### config.mk
export PLATFORM = sky130hd
export DESIGN_NAME = b3_job_queue
export DESIGN_NICKNAME = d
export VERILOG_FILES = /design/src/hw/rtl/b3_pkg.sv /design/src/hw/rtl/b3_job_queue.sv
export SDC_FILE = /design/constraint.sdc
export NUM_CORES = 1
export LEC_CHECK = 0
export BUFFER_PORTS_ARGS = -buffer_cell sky130_fd_sc_hd__buf_2
export CORE_AREA = 2 2 467 469
export CTS_CLUSTER_DIAMETER = 120
export DETAILED_ROUTE_END_ITERATION = 8
export DIE_AREA = 0 0 469 471
export PLACE_DENSITY = 0.48
export SLEW_MARGIN = 20
export SYNTH_ARGS = -nofsm -noshare
export SYNTH_HDL_FRONTEND = slang
export SYNTH_SLANG_ARGS = --single-unit
### constraint.sdc
create_clock -name clock -period 18.9 [get_ports clock]
set_input_delay 1.89 -clock clock [delete_from_list [all_inputs] [get_ports clock]]
set_output_delay 1.89 -clock clock [all_outputs]
set_load 0.01 [all_outputs]
### src/hw/rtl/b3_pkg.sv
// Shared types, constants and round functions for the BLAKE3 chunk compressor.
`default_nettype none
package b3_pkg;

   localparam int unsigned CHAIN_WORDS = 8;
   localparam int unsigned BLOCK_BYTES = 64;
   localparam int unsigned ROUNDS      = 7;
   localparam int unsigned QUEUE_DEPTH = 2;

   localparam logic [1:0] OP_BEGIN = 2'd0;
   localparam logic [1:0] OP_CHAIN = 2'd1;
   localparam logic [1:0] OP_MSG   = 2'd2;
   localparam logic [1:0] OP_RSVD  = 2'd3;

   localparam logic [1:0] KIND_HASH_LO = 2'd0;
   localparam logic [1:0] KIND_HASH_HI = 2'd1;
   localparam logic [1:0] KIND_BLOCK   = 2'd2;
   localparam logic [1:0] KIND_CHAIN   = 2'd3;

   localparam logic [6:0] FLAG_CHUNK_START = 7'd1;
   localparam logic [6:0] FLAG_CHUNK_END   = 7'd2;
   localparam logic [6:0] FLAG_PARENT      = 7'd4;
   localparam logic [6:0] FLAG_ROOT        = 7'd8;

   localparam logic [31:0] BLAKE_IV [8] = '{
      32'h6A09E667, 32'hBB67AE85, 32'h3C6EF372, 32'hA54FF53A,
      32'h510E527F, 32'h9B05688C, 32'h1F83D9AB, 32'h5BE0CD19
   };

   localparam logic [3:0] MSG_PERM [16] = '{
      4'd2, 4'd6, 4'd3, 4'd10, 4'd7, 4'd0, 4'd4, 4'd13,
      4'd1, 4'd11, 4'd12, 4'd5, 4'd9, 4'd14, 4'd15, 4'd8
   };

   typedef logic [15:0][31:0] words16_type;
   typedef logic [7:0][31:0]  words8_type;

   typedef struct packed {
      logic [1:0]  opcode;
      logic [63:0] data;
      logic [2:0]  word_pair;
      logic [6:0]  hash_flags;
      logic        want_chain;
      logic        last_beat;
      logic [6:0]  final_block_len;
   } req_type;

   typedef struct packed {
      logic [63:0] out_data;
      logic [1:0]  out_kind;
      logic [2:0]  out_index;
      logic        out_last;
   } rsp_type;

   typedef enum logic [1:0] {
      JOB_IV,
      JOB_LOAD,
      JOB_BLOCK,
      JOB_FINAL
   } job_kind_type;

   typedef struct packed {
      job_kind_type kind;
      words16_type  block;
      logic [63:0]  counter;
      logic [6:0]   len;
      logic [6:0]   flags;
      logic         xof;
      logic         emit_hi;
      logic [1:0]   pair;
   } job_type;

   typedef enum logic [1:0] {
      BK_IDLE,
      BK_RUN,
      BK_EMIT
   } back_state_type;

   function automatic logic [31:0] rotr(input logic [31:0] v, input int n);
      rotr = (v >> n) | (v << (32 - n));
   endfunction

   function automatic words16_type mix(input words16_type v, input int a, input int b,
                                       input int c, input int d,
                                       input logic [31:0] x, input logic [31:0] y);
      words16_type s;
      s = v;
      s[a] = s[a] + s[b] + x;
      s[d] = rotr(s[d] ^ s[a], 16);
      s[c] = s[c] + s[d];
      s[b] = rotr(s[b] ^ s[c], 12);
      s[a] = s[a] + s[b] + y;
      s[d] = rotr(s[d] ^ s[a], 8);
      s[c] = s[c] + s[d];
      s[b] = rotr(s[b] ^ s[c], 7);
      return s;
   endfunction

   function automatic words16_type blake_round(input words16_type v, input words16_type m);
      words16_type s;
      s = v;
      s = mix(s, 0, 4, 8, 12, m[0], m[1]);
      s = mix(s, 1, 5, 9, 13, m[2], m[3]);
      s = mix(s, 2, 6, 10, 14, m[4], m[5]);
      s = mix(s, 3, 7, 11, 15, m[6], m[7]);
      s = mix(s, 0, 5, 10, 15, m[8], m[9]);
      s = mix(s, 1, 6, 11, 12, m[10], m[11]);
      s = mix(s, 2, 7, 8, 13, m[12], m[13]);
      s = mix(s, 3, 4, 9, 14, m[14], m[15]);
      return s;
   endfunction

   function automatic words16_type permute(input words16_type m);
      words16_type t;
      for (int i = 0; i < 16; i++) begin
         t[i] = m[MSG_PERM[i]];
      end
      return t;
   endfunction

endpackage
`default_nettype wire

### src/hw/rtl/b3_job_queue.sv
// Small job queue between the front end and the compression back end.
`default_nettype none
module b3_job_queue #(
   parameter int unsigned Depth = b3_pkg::QUEUE_DEPTH
) (
   input  wire logic            clock,
   input  wire logic            reset,
   input  wire logic            push,
   input  wire b3_pkg::job_type push_job,
   output logic                 full,
   input  wire logic            pop,
   output b3_pkg::job_type      head_job,
   output logic                 empty
);
   import b3_pkg::*;

   localparam int unsigned PtrW = (Depth > 1) ? $clog2(Depth) : 1;
   localparam int unsigned CntW = $clog2(Depth + 1);

   job_type        mem_ff [Depth];
   logic [PtrW-1:0] wr_ff, wr_in, rd_ff, rd_in;
   logic [CntW-1:0] cnt_ff, cnt_in;
   logic            do_push, do_pop;

   assign full     = (cnt_ff == CntW'(Depth));
   assign empty    = (cnt_ff == '0);
   assign do_push  = push && !full;
   assign do_pop   = pop && !empty;
   assign head_job = mem_ff[rd_ff];

   always_comb begin
      wr_in  = wr_ff;
      rd_in  = rd_ff;
      cnt_in = cnt_ff;
      if (do_push) wr_in = (wr_ff == PtrW'(Depth - 1)) ? '0 : wr_ff + 1'b1;
      if (do_pop)  rd_in = (rd_ff == PtrW'(Depth - 1)) ? '0 : rd_ff + 1'b1;
      if (do_push && !do_pop) cnt_in = cnt_ff + 1'b1;
      if (do_pop && !do_push) cnt_in = cnt_ff - 1'b1;
   end

   always_ff @(posedge clock) begin
      if (do_push) mem_ff[wr_ff] <= push_job;
   end

   always_ff @(posedge clock) begin
      if (reset) begin
         wr_ff  <= '0;
         rd_ff  <= '0;
         cnt_ff <= '0;
      end else begin
         wr_ff  <= wr_in;
         rd_ff  <= rd_in;
         cnt_ff <= cnt_in;
      end
   end

endmodule
`default_nettype wire

==> flow_summary.toml, run 1 <==
[drt]
final_antenna_net_count = 0
viasPerCell = 3.75
detail_route.iter0.violations = 1517
wl_per_cell_um = 23.0
routed_wl_um = 142000
remaining_drc_errors = 0
dr_total_vias = 23100
detailedRoute.firstPassIterationCount = 5

[timing]
slew_violations = 0
worst_pin_slew_ps = 1080
final-hold-violation-count = 0
timing.max_slew.rel_slack_pct = 27.7
clock-skew-final_ps = 22.9
fin_crit_sh_pct = 37.3
setup_violations = 0
rsz0062_at_grt = "false"
fin_setup_tns_ps = 0
whs_ps = 505
fin_crit_ps = 7050
achievable-frequency_ghz = 0.142

[synth]
ys_ff_latch = 1197
synth.distinct_cells = 19
yosys.area.top_type = "edfxtp_1"
post_synthesis_net_count = 2481
synth-async-reset-ratio_pct = 0
synth_sequential_area_ratio_pct = 82.8
syn-cell-area_um2 = 43400
synth_top_flop_cell = "edfxtp_1"
syn_inst = 1880
synth_edf_count = 1192
synth_largest_type_area_fraction_pct = 82.5
synth_top_cells_by_area = "edfxtp_1 (83%), mux2_2 (15%), buf_6 (1.3%)"
yosysWarningCount = 0
synth.avg_cell_area_um2 = 23.1

[layout]
final_layout_size_suffix_gt1_share_pct = 61.3
total_area_of_multi_input_combinational_cells_um2 = 6830
nFillCells = 22100
area_growth_syn_to_layout_pct = 31.0
layout.cells.most_common = "buf_2"
regArea_um2 = 35900
most_frequent_cells_in_the_layout = "buf_2 (1,197), edfxtp_1 (1,192), mux2_2 (596)"
finalNetCount = 3774
postLayoutCellArea_um2 = 56800

[run]
max_cap_viol_count = 0

[global_route]
grt_util_met1_pct = 13.9
maximum_number_of_pins_on_one_net_before_global_route_repair = 137
global_route.usage.met2_pct = 19.0
grt_pass1_vias = 23700
grt_antenna_before_repair = 131
grt_util_all_layers_pct = 12.3
met3_usage_pct = 7.20
grt_first_pass_wirelength_um = 188000
busiest_layer = "met2"
global_route.overflow_total = 0

[critical_path]
cp-end-kind = "output port"
cp_required_ps = 17010
critical_path.max_fanout = 128
worst_path_max_delay_cell = "dfxtp_4"
critical_path.startpoint_type = "flop"
crit_path_frequent_cell = "buf_4"
regToRegSetupSlack_ps = 13850
crit_path_cell_trace = "buf_4, buf_12, buf_4, mux2_2, buf_2"
critPathKind = "flop to output port"
slowest_delay_ps = 940
cp.arrival_ps = 5160

[die]
core_region_area_um2 = 216000
design.die.area_um2 = 221000
ioPinCount = 1198
die_width_um = 469
rows = 171
initial_core_util_pct = 20.1
die_h_um = 471

[clock_tree]
cts.sink_count = 1197
cts.hold.buffers_added = 0
cts_max_path_buffers = 3
number_of_buffers_inserted_during_clock_tree_synthesis = 135
cts-resized-gates = 0
clock_latency_ps = 770
cts_root_buffer = "clkbuf_16"
clkTransAtPathRegs_ps = 60
cts.repair_timing.setup_buffer_count = 0
cts_max_level = 4
cts_tree = "built"

[pwr]
worst_ir_drop_vdd_mv = 0.0866
power_density_nw_per_um2 = 140
power.static_leakage_nw = 20.3

[placement]
globalplace.congestion = 0.832
placement.io_buffers = 1197
detailed_place.area_um2 = 52500
sum_of_net_half_perimeters_after_detailed_placement_um = 107000

[hold_path]
hold_path_class = "flop to flop"

[status]
outcome = "finished, final reports clean"
power by group:
part	internal, mW	leakage (nW)	total (mW)	switching, mW
Combinational	0.831	7.09	2.06	1.23
Clock	1.40	2.01	2.47	1.07
Sequential	3.35	11.2	3.44	0.0857
Total	5.58	20.3	7.97	2.39
registers in the layout, summed over array words and instances (netlist names), named ones only:
signal	flops
mem_ff	1192
cnt_ff	2
rd_ff	1
wr_ff	1
critical path, delay by kind of cell, from the launching register on:
family                 cells  cell delay [ps]
flip-flops                 1              940
multiplexers               1              450
buffers and inverters      4             2360
synthesized netlist by cell type (all sizes together), types with 2 or more instances:
cell type  count
edfxtp      1192
mux2         596
buf           66
dfxtp          5
nor2           4
inv            3
a21oi          2
o21ai          2
or3            2
xnor2          2
logic make-up after synthesis:
kind of cell    Yosys count  synth area share [%]
xor+xnor                  3                0.0606
buf+inv                  69                  1.50
fa+ha+maj                 1                0.0288
flops                  1197                  82.8
mux                     596                  15.5
simple gates              9                 0.107
compound gates            5                0.0635
area by class of cell:
cell class	count	area share (%)
multi-input combinational	614	12.0
clock buffer	170	6.33
inverter	3	0.0330
timing repair buffer	1222	11.0
sequential	1197	63.2
tap	2854	6.28
clock inverter	67	0.989
antenna	42	0.185
per-stage QoR:
step | setup WS, ps | std cells | power [mW] | util, %
6_report | 11850 | 6169 | 7.97 | 26.3
4_1_cts | 11790 | 6126 | 8.14 | 26.2
2_1_floorplan | 2420 | 1880 | 4.89 | -
3_5_place_dp | 12310 | 5889 | 5.61 | 24.3
3_3_place_gp | 12260 | 5889 | 5.61 | 24.3
5_1_grt | 11590 | 6138 | 8.35 | 26.3
final timing paths:
| kind | start | to | cells past startpoint |
|---|---|---|---|
| worst min-delay path | rd_ff | flop | 2 |
| worst max-delay path | flop | head_job[293] | 5 |
| worst max register to register | cnt_ff[0] | mem_ff[0][159] | 8 |
| worst min register to register | rd_ff | flop | 2 |
routing by layer:
metal | vias up | wire length, um
met1 | 11300 | 53200
met4 | 78 | 5050
met3 | 331 | 19800
met2 | 1133 | 63500
met5 | - | 493
li1 | 10200 | -
(Power assumes the default switching activity.)
==> inputs of run 2 (changes only) <==
--- a/config.mk
+++ b/config.mk
@@ -6,11 +6,11 @@
 export NUM_CORES = 1
 export LEC_CHECK = 0
 export BUFFER_PORTS_ARGS = -buffer_cell sky130_fd_sc_hd__buf_2
-export CORE_AREA = 2 2 467 469
+export CORE_AREA = 2 2 463 465
 export CTS_CLUSTER_DIAMETER = 120
 export DETAILED_ROUTE_END_ITERATION = 8
-export DIE_AREA = 0 0 469 471
-export PLACE_DENSITY = 0.48
+export DIE_AREA = 0 0 465 467
+export PLACE_DENSITY = 0.49
 export SLEW_MARGIN = 20
 export SYNTH_ARGS = -nofsm -noshare
 export SYNTH_HDL_FRONTEND = slang
==> constraint.sdc (replaced) <==
create_clock -name clock -period 6.46 [get_ports clock]
set_input_delay 0.646 -clock clock [delete_from_list [all_inputs] [get_ports clock]]
set_output_delay 0.646 -clock clock [all_outputs]
set_load 0.01 [all_outputs]
==> flow_summary.toml, run 2 (synthesis gave the netlist of run 1 again) <==
[status]
outcome = "finished, final reports clean"

[clock_tree]
cts_tree = "built"
cts.repair_timing.setup_buffer_count = 0
clkTransAtPathRegs_ps = 60
number_of_buffers_inserted_during_clock_tree_synthesis = 140
cts_max_path_buffers = 3
cts_max_level = 4
cts.sink_count = 1197
clock_latency_ps = 770
cts_root_buffer = "clkbuf_16"

[layout]
largest_register = "mem_ff"
finalNetCount = 4331
largest_register_ffs = 1192
nFillCells = 21200
postLayoutCellArea_um2 = 62600
most_frequent_cells_in_the_layout = "buf_2 (1,197), edfxtp_1 (1,192), mux2_2 (596)"
area_growth_syn_to_layout_pct = 44.4
layout.cells.most_common = "buf_2"
regArea_um2 = 35900
final_layout_size_suffix_gt1_share_pct = 53.3
post_layout_nonfiller_instances = 6685
biggest_regs = "mem_ff (1192), cnt_ff (2)"
total_area_of_multi_input_combinational_cells_um2 = 6830

[drt]
detail_route.iter0.violations = 1667
detailroute.wirelength.met3_um = 15500
wl_per_cell_um = 21.8
dr_total_vias = 25400
routed_length_on_met1_um = 58500
wl_met2_um = 68300
routed_wl_um = 146000
routed.top_layer = "met5"
final_antenna_net_count = 0
detailedRoute.firstPassIterationCount = 5
viasPerCell = 3.80
remaining_drc_errors = 0

[die]
core_region_area_um2 = 212000
die_h_um = 467
initial_core_util_pct = 20.5
rows = 169
die_width_um = 465
design.die.area_um2 = 217000
ioPinCount = 1198

[pwr]
worst_ir_drop_vdd_mv = 0.263
seq_power_share_pct = 41.6
switching_share_of_total_power_pct = 29.8
power.share.combinational_pct = 26.6
power_density_nw_per_um2 = 385
power.share.clock_pct = 31.8
intPower_mw = 16.9
post-layout-total-power_mw = 24.1
power.static_leakage_nw = 22.8
net-switching-power_mw = 7.19

[placement]
sum_of_net_half_perimeters_after_detailed_placement_um = 108000
post-place-cells = 5887
dpl_worst_slack_ps = 3340
placement.io_buffers = 1197
globalplace.congestion = 0.870
detailed_place.area_um2 = 52800

[critical_path]
critical_path.startpoint_type = "flop"
critical_path.max_fanout = 92
rr_startpoint = "cnt_ff[0]"
critPathKind = "flop to output port"
cp-end-kind = "output port"
cp_required_ps = 5810
slowest_delay_ps = 680
worst_path_max_delay_cell = "dfxtp_4"
crit_path_frequent_cell = "buf_12"
crit_path_cell_trace = "buf_12, buf_12, mux2_2, buf_2"
cp.arrival_ps = 2980

[global_route]
grt_antenna_before_repair = 64
maximum_number_of_pins_on_one_net_before_global_route_repair = 132
global_route.overflow_total = 0
grt_util_all_layers_pct = 12.8
grt_pass1_vias = 26500
grt_first_pass_wirelength_um = 199000

[timing]
fin_crit_ps = 3630
clock-skew-final_ps = 33.7
achievable-frequency_ghz = 0.276
fin_ws_ps = 2830
fin_setup_tns_ps = 0
slew_violations = 0
fin_crit_sh_pct = 56.2
final-hold-violation-count = 0
rsz0062_at_grt = "false"
setup_violations = 0
worst_pin_slew_ps = 1140
timing.max_slew.rel_slack_pct = 24.2

[hold_path]
timing.hold.worst.start = "push_job[23]"
hold_path_class = "input pin to flop"

[run]
max_cap_viol_count = 0
==> run 2: cell types whose count changed in the layout (fill, tap and decap cells not counted), moves of 3 or more <==
cell           previous run  this run
dlygate4sd3_1             0       522
buf_4                    20        43
diode_2                  42        25
buf_12                    4        12
clkinv_1                 23        29
bufinv_16                 3         7
clkbuf_16               139       143
clkinv_2                 20        17
==> run 2: repair_timing <==
action | CTS | global route
endpoints found under the hold margin | 1038 | 0
resized for setup | 0 | 0
hold buffers | 522 | 0
==> run 2: layer usage <==
| metal | up-vias | global-route usage [%] |
|---|---|---|
| met1 | 12700 | 15.4 |
| met3 | 241 | 5.67 |
| met2 | 1153 | 20.8 |
| met5 | - | 0 |
| met4 | 30 | 3.40 |
| li1 | 11300 | - |
==> run 2: final cells by class <==
class,count,share of cell area (%)
Clock buffer,172,5.89
Clock inverter,79,1.27
Antenna cell,25,0.0999
Inverter,3,0.0360
Sequential cell,1197,57.3
Tap cell,2821,5.64
Multi-Input combinational cell,614,10.9
Timing Repair Buffer,1774,18.8
==> run 2: critical path, delay by kind of cell, from the launching register on <==
kind                   cells  cell delay, ps
buffers and inverters      3             890
flip-flops                 1             680
multiplexers               1             480
==> run 2: worst paths after layout <==
| check | to | slack (ps) | depth (start not counted) |
|---|---|---|---|
| max | head_job[519] | 2830 | 4 |
| min | mem_ff[0][23] | 90 | 1 |
| max reg2reg | mem_ff[0][189] | 3460 | 6 |
| min reg2reg | flop | 510 | 2 |
==> run 2: per-stage QoR <==
step	hold slack (ps)	util (%)
2_1_floorplan	462	-
3_5_place_dp	505	25.0
4_1_cts	0.171	29.5
6_report	93.8	29.6
5_1_grt	18.1	29.6
3_3_place_gp	497	25.0
==> run 2: power by group through the flow <==
stage / Combinational (mW) / Clock [mW] / Sequential, mW
after floorplan: 3.50 / 0 / 10.5
after global placement: 6.24 / 0 / 10.2
after detailed placement: 6.23 / 0 / 10.2
after CTS: 6.57 / 7.91 / 10.0
after global routing: 6.84 / 8.21 / 10.1
final: 6.41 / 7.65 / 10.0
